--- config.mk ---
export PLATFORM = sky130hd
export DESIGN_NAME = window_trail_ring_renderer
export DESIGN_NICKNAME = d
export VERILOG_FILES = /design/src/hw/rtl/wtr_pkg.sv /design/src/hw/rtl/wtr_div.sv /design/src/hw/rtl/window_trail_ring_renderer.sv
export SDC_FILE = /design/constraint.sdc
export NUM_CORES = 2
export LEC_CHECK = 0
export BUFFER_PORTS_ARGS = -buffer_cell sky130_fd_sc_hd__buf_2
export CORE_MARGIN = 5
export CORE_UTILIZATION = 45
export CTS_CLUSTER_SIZE = 12
export DETAILED_ROUTE_END_ITERATION = 16
export PLACE_DENSITY = 0.62
export REMOVE_ABC_BUFFERS = 1
export SYNTH_ARGS = -nofsm -noshare
export SYNTH_HDL_FRONTEND = slang
export SYNTH_HIERARCHICAL = 1
export SYNTH_SLANG_ARGS = --single-unit
--- constraint.sdc ---
create_clock -name i_clk -period 8.8 [get_ports i_clk]
set_input_delay 0.44 -clock i_clk [delete_from_list [all_inputs] [get_ports i_clk]]
set_output_delay 0.44 -clock i_clk [all_outputs]
set_load 0.02 [all_outputs]
--- src/hw/rtl/wtr_pkg.sv ---
`timescale 1ns / 1ps

package wtr_pkg;

    // ring sizing
    localparam int PKG_RING_SLOTS = 32;
    localparam int REC_CAP        = 32;

    // divider sizes: quotient, dividend and divisor widths
    localparam int QW    = 15;
    localparam int DVD_W = 24;
    localparam int DSR_W = 13;

    // configuration register indexes
    localparam logic [2:0] CFG_LENGTH = 3'd0;
    localparam logic [2:0] CFG_SAMPLE = 3'd1;
    localparam logic [2:0] CFG_FADE   = 3'd2;
    localparam logic [2:0] CFG_RED    = 3'd3;
    localparam logic [2:0] CFG_GREEN  = 3'd4;
    localparam logic [2:0] CFG_BLUE   = 3'd5;
    localparam logic [2:0] CFG_ALPHA  = 3'd6;

    // configuration reset values
    localparam logic [5:0] RST_LENGTH = 6'd20;
    localparam logic [5:0] RST_SAMPLE = 6'd2;
    localparam logic [5:0] RST_FADE   = 6'd3;
    localparam logic [7:0] RST_RED    = 8'd255;
    localparam logic [7:0] RST_GREEN  = 8'd170;
    localparam logic [7:0] RST_BLUE   = 8'd0;
    localparam logic [7:0] RST_ALPHA  = 8'd128;

    // per-record division sequence
    localparam logic [2:0] OP_WIDTH  = 3'd0;
    localparam logic [2:0] OP_HEIGHT = 3'd1;
    localparam logic [2:0] OP_RED    = 3'd2;
    localparam logic [2:0] OP_GREEN  = 3'd3;
    localparam logic [2:0] OP_BLUE   = 3'd4;
    localparam logic [2:0] OP_ALPHA  = 3'd5;

    // window geometry as stored in the ring
    typedef struct packed {
        logic signed [15:0] x;
        logic signed [15:0] y;
        logic [14:0]        w;
        logic [14:0]        h;
    } t_geom;

    // request to the shared divider
    typedef struct packed {
        logic             start;
        logic [DVD_W-1:0] dividend;
        logic [DSR_W-1:0] divisor;
    } t_div_req;

endpackage

--- src/hw/rtl/wtr_div.sv ---
`timescale 1ns / 1ps

module wtr_div
    import wtr_pkg::*;
(
    input  logic          i_clk,
    input  logic          i_rst_n,
    input  t_div_req      i_req,
    output logic          o_done,
    output logic [QW-1:0] o_quot
);

    localparam int CNT_W = $clog2(QW);

    logic             r_busy;
    logic             r_done;
    logic [CNT_W-1:0] r_cnt;
    logic [DSR_W-1:0] r_rem;
    logic [DSR_W-1:0] r_dsr;
    logic [QW-1:0]    r_q;

    logic [DSR_W:0]   w_trial;
    logic [DSR_W:0]   w_diff;
    logic             w_ge;

    // one restoring step: shift in the next dividend bit and try the subtract
    always_comb begin
        w_trial = {r_rem, r_q[QW-1]};
        w_diff  = w_trial - {1'b0, r_dsr};
        w_ge    = (w_trial >= {1'b0, r_dsr});
    end

    // control
    always_ff @(posedge i_clk) begin
        if (!i_rst_n) begin
            r_busy <= 1'b0;
            r_done <= 1'b0;
            r_cnt  <= '0;
        end else begin
            r_done <= 1'b0;
            if (i_req.start) begin
                r_busy <= 1'b1;
                r_cnt  <= '0;
            end else if (r_busy) begin
                r_cnt <= r_cnt + 1'b1;
                if (r_cnt == CNT_W'(QW - 1)) begin
                    r_busy <= 1'b0;
                    r_done <= 1'b1;
                end
            end
        end
    end

    // datapath: upper dividend bits seed the remainder, lower bits become quotient
    always_ff @(posedge i_clk) begin
        if (i_req.start) begin
            r_rem <= DSR_W'(i_req.dividend[DVD_W-1:QW]);
            r_q   <= i_req.dividend[QW-1:0];
            r_dsr <= i_req.divisor;
        end else if (r_busy) begin
            r_rem <= w_ge ? w_diff[DSR_W-1:0] : w_trial[DSR_W-1:0];
            r_q   <= {r_q[QW-2:0], w_ge};
        end
    end

    assign o_done = r_done;
    assign o_quot = r_q;

endmodule

--- src/hw/rtl/window_trail_ring_renderer.sv ---
`timescale 1ns / 1ps

// Window trail ring renderer. Each input transfer is one display tick with the
// window geometry; the block keeps a ring of past geometries in a synchronous
// memory with a registered read and, whenever the trail changes, sends one
// record per trail slot (N records, N the effective trail length, the last
// one with tlast). A tick is accepted only while the block is idle; a tick
// that emits then occupies the block until all its records are out. A hidden
// record skips the divisions; a drawn one runs its six divisions (width,
// height, three colors, alpha) one after another through a single shared
// 15-step restoring divider.
// Output records sit in a register, so a stalled consumer only pauses the block.
// Configuration should be written only while no tick is in flight; writing the
// length clears the trail.
module window_trail_ring_renderer
    import wtr_pkg::*;
#(
    parameter int RING_SLOTS = PKG_RING_SLOTS
) (
    input  logic         i_clk,
    input  logic         i_rst_n,
    // input tick: win_x[15:0], win_y[31:16], win_width[46:32], win_height[61:47]
    input  logic         i_s_tvalid,
    output logic         o_s_tready,
    input  logic [63:0]  i_s_tdata,
    // record: slot[4:0], rect_x[21:5], rect_y[38:22], rect_width[53:39],
    // rect_height[68:54], out_red[76:69], out_green[84:77], out_blue[92:85],
    // out_alpha[100:93]
    output logic         o_m_tvalid,
    input  logic         i_m_tready,
    output logic [103:0] o_m_tdata,
    // record flags: shown[0]
    output logic         o_m_tuser,
    output logic         o_m_tlast,
    // configuration
    input  logic         i_cfg_we,
    input  logic [2:0]   i_cfg_idx,
    input  logic [7:0]   i_cfg_data
);

    localparam int NCAP = (RING_SLOTS < REC_CAP) ? RING_SLOTS : REC_CAP;
    localparam int AW   = $clog2(NCAP);

    typedef enum logic [6:0] {
        S_IDLE   = 7'b0000001,
        S_SLOT   = 7'b0000010,
        S_CHK    = 7'b0000100,
        S_DLOAD  = 7'b0001000,
        S_DSTART = 7'b0010000,
        S_DWAIT  = 7'b0100000,
        S_OUT    = 7'b1000000
    } t_state;

    // configuration registers
    logic [5:0] r_length, r_sample, r_fade;
    logic [7:0] r_red, r_green, r_blue, r_alpha;

    // trail state
    t_geom            r_prev, n_prev;
    logic             r_primed, n_primed;
    logic             r_moving, n_moving;
    logic [5:0]       r_tc, n_tc;
    logic [AW-1:0]    r_head, n_head;
    logic [5:0]       r_pc, n_pc;
    logic [NCAP-1:0]  r_valid, n_valid;

    // ring memory
    t_geom            r_ring [NCAP];
    t_geom            r_rd;
    logic             w_mem_we;
    logic [AW-1:0]    w_mem_wa;
    t_geom            w_mem_wd;

    // emission control
    t_state           r_state, n_state;
    logic [4:0]       r_slot;
    logic [13:0]      r_p;
    logic             r_hide;
    logic [2:0]       r_op;
    logic [14:0]      r_rw, r_rh;
    logic [7:0]       r_cr, r_cg, r_cb, r_ca;
    logic             r_dstart;
    logic [DVD_W-1:0] r_dvd;
    logic [DSR_W-1:0] r_dsr;
    t_div_req         w_dreq;

    // output register
    logic             r_m_valid;
    logic [103:0]     r_m_data;
    logic             r_m_user;
    logic             r_m_last;

    // combinational helpers
    t_geom            w_cur;
    logic [5:0]       w_n;
    logic             w_accept;
    logic             w_emit;
    logic [5:0]       w_tc1;
    logic [5:0]       w_head6;
    logic [5:0]       w_nh6;
    logic [AW-1:0]    w_push_head;
    logic [5:0]       w_cnt;
    logic [6:0]       w_old7;
    logic [6:0]       w_old_mod;
    logic [5:0]       w_idx6;
    logic [AW-1:0]    w_idx;
    logic [5:0]       w_age;
    logic [8:0]       w_num;
    logic [12:0]      w_den10;
    logic [12:0]      w_cden;
    logic [21:0]      w_faint_lhs;
    logic             w_hidden;
    logic [14:0]      w_mul_a;
    logic [13:0]      w_mul_b;
    logic [28:0]      w_prod;
    logic             w_out_free;
    logic             w_last_slot;
    logic [16:0]      w_rx, w_ry;
    logic [14:0]      w_wdiff, w_hdiff;
    logic             w_div_done;
    logic [QW-1:0]    w_quot;

    assign w_cur.x = i_s_tdata[15:0];
    assign w_cur.y = i_s_tdata[31:16];
    assign w_cur.w = i_s_tdata[46:32];
    assign w_cur.h = i_s_tdata[61:47];

    assign w_accept   = i_s_tvalid && o_s_tready;
    assign o_s_tready = (r_state == S_IDLE);

    // effective trail length
    always_comb begin
        if (r_length < 6'd2) begin
            w_n = 6'd2;
        end else if (r_length > 6'(NCAP)) begin
            w_n = 6'(NCAP);
        end else begin
            w_n = r_length;
        end
    end

    // ring index helpers
    always_comb begin
        w_head6     = 6'(r_head);
        w_nh6       = w_head6 + 6'd1;
        w_push_head = (w_nh6 >= w_n) ? '0 : w_nh6[AW-1:0];
        w_tc1       = r_tc + 6'd1;
        w_cnt       = (r_pc > w_n) ? w_n : r_pc;
        w_old7      = 7'(w_head6) + 7'(w_n) + 7'd1 - 7'(w_cnt);
        w_old_mod   = (w_old7 >= 7'(w_n)) ? (w_old7 - 7'(w_n)) : w_old7;
        if (w_head6 >= 6'(r_slot)) begin
            w_idx6 = w_head6 - 6'(r_slot);
        end else begin
            w_idx6 = w_head6 + w_n - 6'(r_slot);
        end
        w_idx = w_idx6[AW-1:0];
    end

    // tick update: decide push, drop and emission
    always_comb begin
        n_prev   = r_prev;
        n_primed = r_primed;
        n_moving = r_moving;
        n_tc     = r_tc;
        n_head   = r_head;
        n_pc     = r_pc;
        n_valid  = r_valid;
        w_mem_we = 1'b0;
        w_mem_wa = w_push_head;
        w_mem_wd = r_prev;
        w_emit   = 1'b0;
        if (w_accept) begin
            if (!r_primed) begin
                n_prev   = w_cur;
                n_primed = 1'b1;
            end else if (w_cur != r_prev) begin
                n_moving = 1'b1;
                n_tc     = w_tc1;
                if (w_tc1 >= r_sample) begin
                    w_mem_we = 1'b1;
                    w_mem_wd = r_prev;
                    n_head   = w_push_head;
                    n_valid[w_push_head] = 1'b1;
                    n_pc     = (r_pc < w_n) ? r_pc + 6'd1 : r_pc;
                    n_tc     = '0;
                end
                n_prev = w_cur;
                w_emit = 1'b1;
            end else if (r_moving) begin
                w_mem_we = 1'b1;
                w_mem_wd = w_cur;
                n_head   = w_push_head;
                n_valid[w_push_head] = 1'b1;
                n_pc     = (r_pc < w_n) ? r_pc + 6'd1 : r_pc;
                n_moving = 1'b0;
                n_tc     = '0;
                w_emit   = 1'b1;
            end else if (r_pc != 6'd0) begin
                n_tc = w_tc1;
                if (w_tc1 >= r_fade) begin
                    n_valid[w_old_mod[AW-1:0]] = 1'b0;
                    n_pc   = w_cnt - 6'd1;
                    n_tc   = '0;
                    w_emit = 1'b1;
                end
            end
        end
        // length write clears the trail
        if (i_cfg_we && i_cfg_idx == CFG_LENGTH) begin
            n_valid  = '0;
            n_head   = '0;
            n_pc     = '0;
            n_tc     = '0;
            n_moving = 1'b0;
        end
    end

    // configuration registers
    always_ff @(posedge i_clk) begin
        if (!i_rst_n) begin
            r_length <= RST_LENGTH;
            r_sample <= RST_SAMPLE;
            r_fade   <= RST_FADE;
            r_red    <= RST_RED;
            r_green  <= RST_GREEN;
            r_blue   <= RST_BLUE;
            r_alpha  <= RST_ALPHA;
        end else if (i_cfg_we) begin
            case (i_cfg_idx)
                CFG_LENGTH: r_length <= i_cfg_data[5:0];
                CFG_SAMPLE: r_sample <= i_cfg_data[5:0];
                CFG_FADE:   r_fade   <= i_cfg_data[5:0];
                CFG_RED:    r_red    <= i_cfg_data;
                CFG_GREEN:  r_green  <= i_cfg_data;
                CFG_BLUE:   r_blue   <= i_cfg_data;
                CFG_ALPHA:  r_alpha  <= i_cfg_data;
                default: begin
                end
            endcase
        end
    end

    // trail state registers
    always_ff @(posedge i_clk) begin
        if (!i_rst_n) begin
            r_prev   <= '0;
            r_primed <= 1'b0;
            r_moving <= 1'b0;
            r_tc     <= '0;
            r_head   <= '0;
            r_pc     <= '0;
            r_valid  <= '0;
        end else begin
            r_prev   <= n_prev;
            r_primed <= n_primed;
            r_moving <= n_moving;
            r_tc     <= n_tc;
            r_head   <= n_head;
            r_pc     <= n_pc;
            r_valid  <= n_valid;
        end
    end

    // ring memory, one write and one registered read per cycle
    always_ff @(posedge i_clk) begin
        if (w_mem_we) begin
            r_ring[w_mem_wa] <= w_mem_wd;
        end
        r_rd <= r_ring[w_idx];
    end

    // per-slot arithmetic
    always_comb begin
        w_age       = w_n - 6'(r_slot);
        w_num       = 9'(w_n) * 9'd10 - 9'(r_slot) * 9'd7;
        w_den10     = 13'(w_n) * 13'd10;
        w_cden      = 13'(w_n) * 13'd255;
        w_faint_lhs = 22'(r_p) * 22'd200;
        w_hidden    = (r_slot == 5'd0) || (6'(r_slot) >= r_pc) || !r_valid[w_idx]
                      || (w_faint_lhs < 22'(w_cden));
        case (r_op)
            OP_WIDTH: begin
                w_mul_a = r_rd.w;
                w_mul_b = 14'(w_num);
            end
            OP_HEIGHT: begin
                w_mul_a = r_rd.h;
                w_mul_b = 14'(w_num);
            end
            OP_RED: begin
                w_mul_a = 15'(r_red);
                w_mul_b = r_p;
            end
            OP_GREEN: begin
                w_mul_a = 15'(r_green);
                w_mul_b = r_p;
            end
            OP_BLUE: begin
                w_mul_a = 15'(r_blue);
                w_mul_b = r_p;
            end
            default: begin
                w_mul_a = 15'd255;
                w_mul_b = r_p;
            end
        endcase
        w_prod = 29'(w_mul_a) * 29'(w_mul_b);
    end

    // centred rectangle
    always_comb begin
        w_wdiff = r_rd.w - r_rw;
        w_hdiff = r_rd.h - r_rh;
        w_rx    = {r_rd.x[15], r_rd.x} + 17'(w_wdiff[14:1]);
        w_ry    = {r_rd.y[15], r_rd.y} + 17'(w_hdiff[14:1]);
    end

    assign w_out_free  = !r_m_valid || i_m_tready;
    assign w_last_slot = (6'(r_slot) == w_n - 6'd1);

    // record sequencer
    always_comb begin
        n_state = r_state;
        case (r_state)
            S_IDLE: begin
                if (w_emit) begin
                    n_state = S_SLOT;
                end
            end
            S_SLOT:   n_state = S_CHK;
            S_CHK:    n_state = w_hidden ? S_OUT : S_DLOAD;
            S_DLOAD:  n_state = S_DSTART;
            S_DSTART: n_state = S_DWAIT;
            S_DWAIT: begin
                if (w_div_done) begin
                    n_state = (r_op == OP_ALPHA) ? S_OUT : S_DLOAD;
                end
            end
            S_OUT: begin
                if (w_out_free) begin
                    n_state = w_last_slot ? S_IDLE : S_SLOT;
                end
            end
            default: n_state = S_IDLE;
        endcase
    end

    always_ff @(posedge i_clk) begin
        if (!i_rst_n) begin
            r_state  <= S_IDLE;
            r_dstart <= 1'b0;
        end else begin
            r_state  <= n_state;
            r_dstart <= (r_state == S_DLOAD);
        end
    end

    // slot datapath
    always_ff @(posedge i_clk) begin
        case (r_state)
            S_IDLE: begin
                r_slot <= '0;
            end
            S_SLOT: begin
                r_p <= 14'(r_alpha) * 14'(w_age);
            end
            S_CHK: begin
                r_hide <= w_hidden;
                r_op   <= OP_WIDTH;
            end
            S_DLOAD: begin
                r_dvd <= w_prod[DVD_W-1:0];
                r_dsr <= (r_op == OP_WIDTH || r_op == OP_HEIGHT) ? w_den10 : w_cden;
            end
            S_DWAIT: begin
                if (w_div_done) begin
                    case (r_op)
                        OP_WIDTH:  r_rw <= w_quot;
                        OP_HEIGHT: r_rh <= w_quot;
                        OP_RED:    r_cr <= w_quot[7:0];
                        OP_GREEN:  r_cg <= w_quot[7:0];
                        OP_BLUE:   r_cb <= w_quot[7:0];
                        default:   r_ca <= w_quot[7:0];
                    endcase
                    r_op <= r_op + 3'd1;
                end
            end
            S_OUT: begin
                if (w_out_free) begin
                    r_slot <= r_slot + 5'd1;
                end
            end
            default: begin
            end
        endcase
    end

    // divider request
    assign w_dreq.start    = r_dstart;
    assign w_dreq.dividend = r_dvd;
    assign w_dreq.divisor  = r_dsr;

    // shared divider
    wtr_div u_div (
        .i_clk   (i_clk),
        .i_rst_n (i_rst_n),
        .i_req   (w_dreq),
        .o_done  (w_div_done),
        .o_quot  (w_quot)
    );

    // output register
    always_ff @(posedge i_clk) begin
        if (!i_rst_n) begin
            r_m_valid <= 1'b0;
        end else if (r_state == S_OUT && w_out_free) begin
            r_m_valid <= 1'b1;
        end else if (i_m_tready) begin
            r_m_valid <= 1'b0;
        end
    end

    always_ff @(posedge i_clk) begin
        if (r_state == S_OUT && w_out_free) begin
            r_m_last <= w_last_slot;
            r_m_user <= !r_hide;
            if (r_hide) begin
                r_m_data <= {99'd0, r_slot};
            end else begin
                r_m_data <= {3'd0, r_ca, r_cb, r_cg, r_cr, r_rh, r_rw, w_ry, w_rx, r_slot};
            end
        end
    end

    assign o_m_tvalid = r_m_valid;
    assign o_m_tdata  = r_m_data;
    assign o_m_tuser  = r_m_user;
    assign o_m_tlast  = r_m_last;

    // point count never exceeds the trail length
    assert property (@(posedge i_clk) disable iff (!i_rst_n) r_pc <= w_n)
        else $error("point count above trail length");

    // head stays inside the used part of the ring
    assert property (@(posedge i_clk) disable iff (!i_rst_n) 6'(r_head) < w_n)
        else $error("head outside trail");

    // the final record of a tick carries the highest slot
    assert property (@(posedge i_clk) disable iff (!i_rst_n)
        (o_m_tvalid && o_m_tlast) |-> (6'(o_m_tdata[4:0]) == w_n - 6'd1))
        else $error("tlast on wrong slot");

    // divider results only arrive while the sequencer waits for them
    assert property (@(posedge i_clk) disable iff (!i_rst_n)
        w_div_done |-> (r_state == S_DWAIT))
        else $error("unexpected divider result");

    // a tapered rectangle is never wider than its window
    assert property (@(posedge i_clk) disable iff (!i_rst_n)
        (r_state == S_OUT && !r_hide) |-> (r_rw <= r_rd.w && r_rh <= r_rd.h))
        else $error("rectangle grew");

endmodule

==> metrics.md <==
| Metric | Value |
|---|---|
| CP arrival | `9.26 ns` |
| Most used cell along the critical path | `sky130_fd_sc_hd__fa_1` |
| Flop-to-flop setup slack | `roughly 0.17 ns` |
| Post-Route WL | `337,000 um` |
| Maximum net fanout on the critical path | `4` |
| Drt first pass iters | `9` |
| Final setup viols | `0` |
| Placement Cell Area | `0.119 mm^2` |
| Final period util | `a little over nine tenths` |
| Top cells by area in the synthesized netlist | `sky130_fd_sc_hd__edfxtp_1 60%, sky130_fd_sc_hd__nand2_1 7.6%, sky130_fd_sc_hd__dfxtp_1 4.3%` |
| Vias per inst | `slightly below 6` |
| Area Overhead vs Synth | `13.2%` |
| Sequential-to-total area share from yosys stat | `63.9%` |
| Total Nets Final | `10,216` |
| Area fraction of the dominant cell type after synthesis | `roughly three fifths` |
| Actual transition at the worst max-transition pin | `1.36 ns` |
| Reg power frac | `27.3%` |
| Clock sink count | `around 2,500` |
| Worst R2R Start | `r_length[1]` |
| Final global-route overflow total | `0` |
| Number of synthesized flops with an enable pin | `2,246` |
| Endpoint of the worst register-to-register path | `r_dvd[21]` |
| #FFs+latches synth | `approximately 2,500` |
| Number of placement rows | `approximately 180` |
| Number of antenna violations at the first check in global routing | `20` |
| Worst setup skew after layout | `between 0.05 and 0.06 ns` |
| Clock H-tree levels | `5` |
| Total vias in the final route | `approximately 76,000` |
| Post-route DRC | `0` |
| Maximum number of pins on one net before global-route repair | `183` |
| Final Hold Slack | `0.0301 ns` |
| Number of different library cells in the post-synthesis netlist | `89` |
| Setup repair after global routing missed its margin | `true` |
| Share of synthesized flip-flops with an asynchronous set or reset | `0%` |
| HPWL after detailed placement | `approximately 200,000 um` |
| Number of violations reported at the end of detailed-routing iteration 0 | `around 8,500` |
| Data required time of the critical path | `9.43 ns` |
| Startpoint of the worst setup timing path | `r_length[1]` |
| Final hold violation count | `0` |
| Worst setup SP type | `register` |
| Critical path capture point | `r_dvd[21]` |
| Count of yosys warnings during synthesis | `6` |
| Final Wtd Congestion | `0.892` |
| Status | `completed` |
| Net switching power figure | `approximately 24 mW` |
| Skew-Pair Late Insertion Delay | `about 0.94 ns` |
| Area of the die | `roughly 0.26 mm^2` |
| Number of nets with antenna violations after detailed routing | `0` |
| Clock edge transition at the registers on the reported setup and hold paths | `roughly 0.06 ns` |
| Proportion of total power due to net switching | `44.6%` |
| Syn avg cell area | `about 12 um^2` |
| Fraction of layout cells with a size suffix above 1 | `under 10%` |
| Placeable core area | `0.251 mm^2` |
| Ports | `188` |
| Chip width | `511 um` |
| Cell chosen for the clock root | `sky130_fd_sc_hd__clkbuf_16` |
| Depth of the worst register-to-register path | `33` |
| Primary FF master, synth | `sky130_fd_sc_hd__edfxtp_1` |
| Max stage delay on crit path | `0.55 ns` |
| Critical-path cell with the highest stage delay | `sky130_fd_sc_hd__or4_4` |
| CTS tree | `built` |
| Total non-filler cell area in the finished layout | `0.128 mm^2` |
| Buffers plus inverters on the worst setup path | `5` |
| Tmin final | `8.63 ns` |
| Post-synthesis cell area | `between 0.1 and 0.15 mm^2` |
| Effective utilization at floorplan | `45.1%` |
| Internal power summed over all cells | `29.4 mW` |
| Bufs on Longest Clock Path | `4` |
| Count of max-cap constraint violations | `0` |
| Leakage power summed over all cells | `~48 nW` |
| Combined global-route utilization of all metal layers | `25.0%` |
| Timing-limited maximum frequency | `116 MHz` |
| CP endpoint kind | `register` |
| Pwr Density | `414 mW/mm^2` |
| Highest ir drop seen on vdd | `0.000671 V` |
| Clk pwr share | `20.3%` |
| Count of input and output buffers | `182` |
| Most area-hungry cell type in the Yosys netlist | `sky130_fd_sc_hd__edfxtp_1` |
| Hold crit path type | `in -> reg` |
| Total stage count of the critical path | `33` |
| Synthesized netlist cell count | `9,360` |
| Final number of max-transition violations | `0` |
| Die Height | `511 um` |
| Global-route wire length before repair | `493,000 um` |
| Max-Slew Margin vs Limit | `under 10%` |
| Largest delay contributor family on the critical path | `adder cells` |
| Routed len/inst | `25.7 um` |
| CTS Buf Count | `282` |
| Category of the critical setup timing path | `reg -> reg` |
| Share of total power in combinational logic | `52.4%` |
| Via count of the first global-routing pass | `72,469` |
-- power groups by stage --
| stage | clock network (mW) | logic, mW | registers (mW) |
|---|---|---|---|
| 6_report | 10.8 | 27.8 | 14.5 |
| 5_1_grt | 11.4 | 30.0 | 14.5 |
| 4_1_cts | 10.9 | 27.2 | 14.4 |
| 3_5_place_dp | 0 | 26.9 | 14.7 |
| 3_3_place_gp | 0 | 26.6 | 14.7 |
| 2_1_floorplan | 0 | 13.4 | 14.3 |
-- registers in the layout, summed over array words and instances (netlist names), 15 cells and up --
register and flops:
r_prev 62, r_rw 15, r_rd 62, r_dvd 24, r_ring 1984, u_div/o_quot 15, o_m_tdata 101, r_rh 15
r_valid 32
-- cells in the mapped netlist (all sizes together), types with 15 or more instances --
library cell,count
mux2,21
nor4,24
o21ai,78
o211ai,16
o21a,19
inv,395
ha,333
nand2b,30
nor3,48
a211oi,18
nand3,558
o21bai,26
a31oi,267
a21o,64
mux2i,111
clkbuf,463
nor2b,149
xor2,108
and3,265
a311oi,250
a21boi,30
nand2,2305
xnor2,115
buf,101
edfxtp,2246
nor2,348
and2,40
or2,15
a22o,125
a21oi,158
dfxtp,244
fa,219
-- worst min-delay path: stages --
cell and delay, ns:
sky130_fd_sc_hd__buf_2 0.23, sky130_fd_sc_hd__mux2i_1 0.18, sky130_fd_sc_hd__nor2b_1 0.05
-- per-layer routing --
layer  part of all wire [%]  vias to the layer above  wire length, um  global-route usage, %
met3                    8.6                      629            29000                   3.99
met5                  0.010                        -               34                      0
met2                     47                     3546           157000                   39.7
li1                       -                    33909                -                      -
met4                    4.0                        4            13600                   9.34
met1                     41                    37960           138000                   35.0
-- area by class of cell --
type	instances	area, um^2
fill	21442	123000
antenna	7	17.5
clock buffer	430	7970
multi-input combinational	5931	37800
sequential	2490	72300
tap	3348	4190
timing repair buffer	484	3950
clock inverter	44	282
inverter	395	1480
-- cells by family after synthesis --
| family | after synthesis | share of synthesized area (%) |
|---|---|---|
| simple gates | 3837 | 14.8 |
| xor+xnor | 223 | 1.73 |
| flops | 2490 | 63.9 |
| buf+inv | 960 | 3.28 |
| mux | 132 | 1.19 |
| fa+ha+maj | 552 | 7.56 |
| compound gates | 1164 | 7.52 |
| other cells | 2 | 0.00664 |
-- cell usage in the layout (no fill, tap or decap), types with 240 or more instances in the layout --
cell	netlist	routed
sky130_fd_sc_hd__edfxtp_1	2246	2246
sky130_fd_sc_hd__clkbuf_16	0	289
sky130_fd_sc_hd__nand2_1	2304	2300
sky130_fd_sc_hd__nand3_1	557	557
sky130_fd_sc_hd__ha_1	333	325
sky130_fd_sc_hd__dfxtp_1	244	240
sky130_fd_sc_hd__a31oi_1	267	267
sky130_fd_sc_hd__nor2_1	347	311
sky130_fd_sc_hd__a311oi_1	250	250
sky130_fd_sc_hd__and3_1	264	263
sky130_fd_sc_hd__inv_1	395	388
-- through the flow --
stage | utilization [%] | setup WS [ns] | TNS, ns | power, mW | instances
2_1_floorplan | - | -22.74 | -1425.00 | 27.7 | 8816
3_3_place_gp | 47.3 | -0.251 | -0.859 | 41.3 | 12561
3_5_place_dp | 47.3 | -0.321 | -1.36 | 41.6 | 12561
4_1_cts | 51.0 | 0.0217 | 0 | 52.5 | 13113
5_1_grt | 51.1 | -0.0548 | -0.0600 | 56.0 | 13123
6_report | 51.1 | 0.171 | 0 | 53.0 | 13129
-- how the worst min path moves through the flow --
stage                  start               to  slack (ns)  depth (start not counted)
2_1_floorplan       r_dsr[0]   u_div/r_dsr[0]        0.40                          0
3_3_place_gp        r_dsr[2]   u_div/r_dsr[2]        0.40                          0
3_5_place_dp       r_dsr[10]  u_div/r_dsr[10]        0.41                          0
4_1_cts        i_s_tdata[37]       r_prev[20]     0.00004                          3
5_1_grt        i_s_tdata[37]       r_prev[20]        0.04                          3
6_report       i_s_tdata[37]       r_prev[20]        0.03                          3
-- what timing repair did --
action	CTS	global route
endpoints found under the hold margin	111	0
setup buffers	3	8
pin swaps	15	26
cloned	0	1
gates resized for setup	13	56
endpoints found under the setup margin	7	8
hold buffers	75	0
Power figures use the tool's default switching activity.
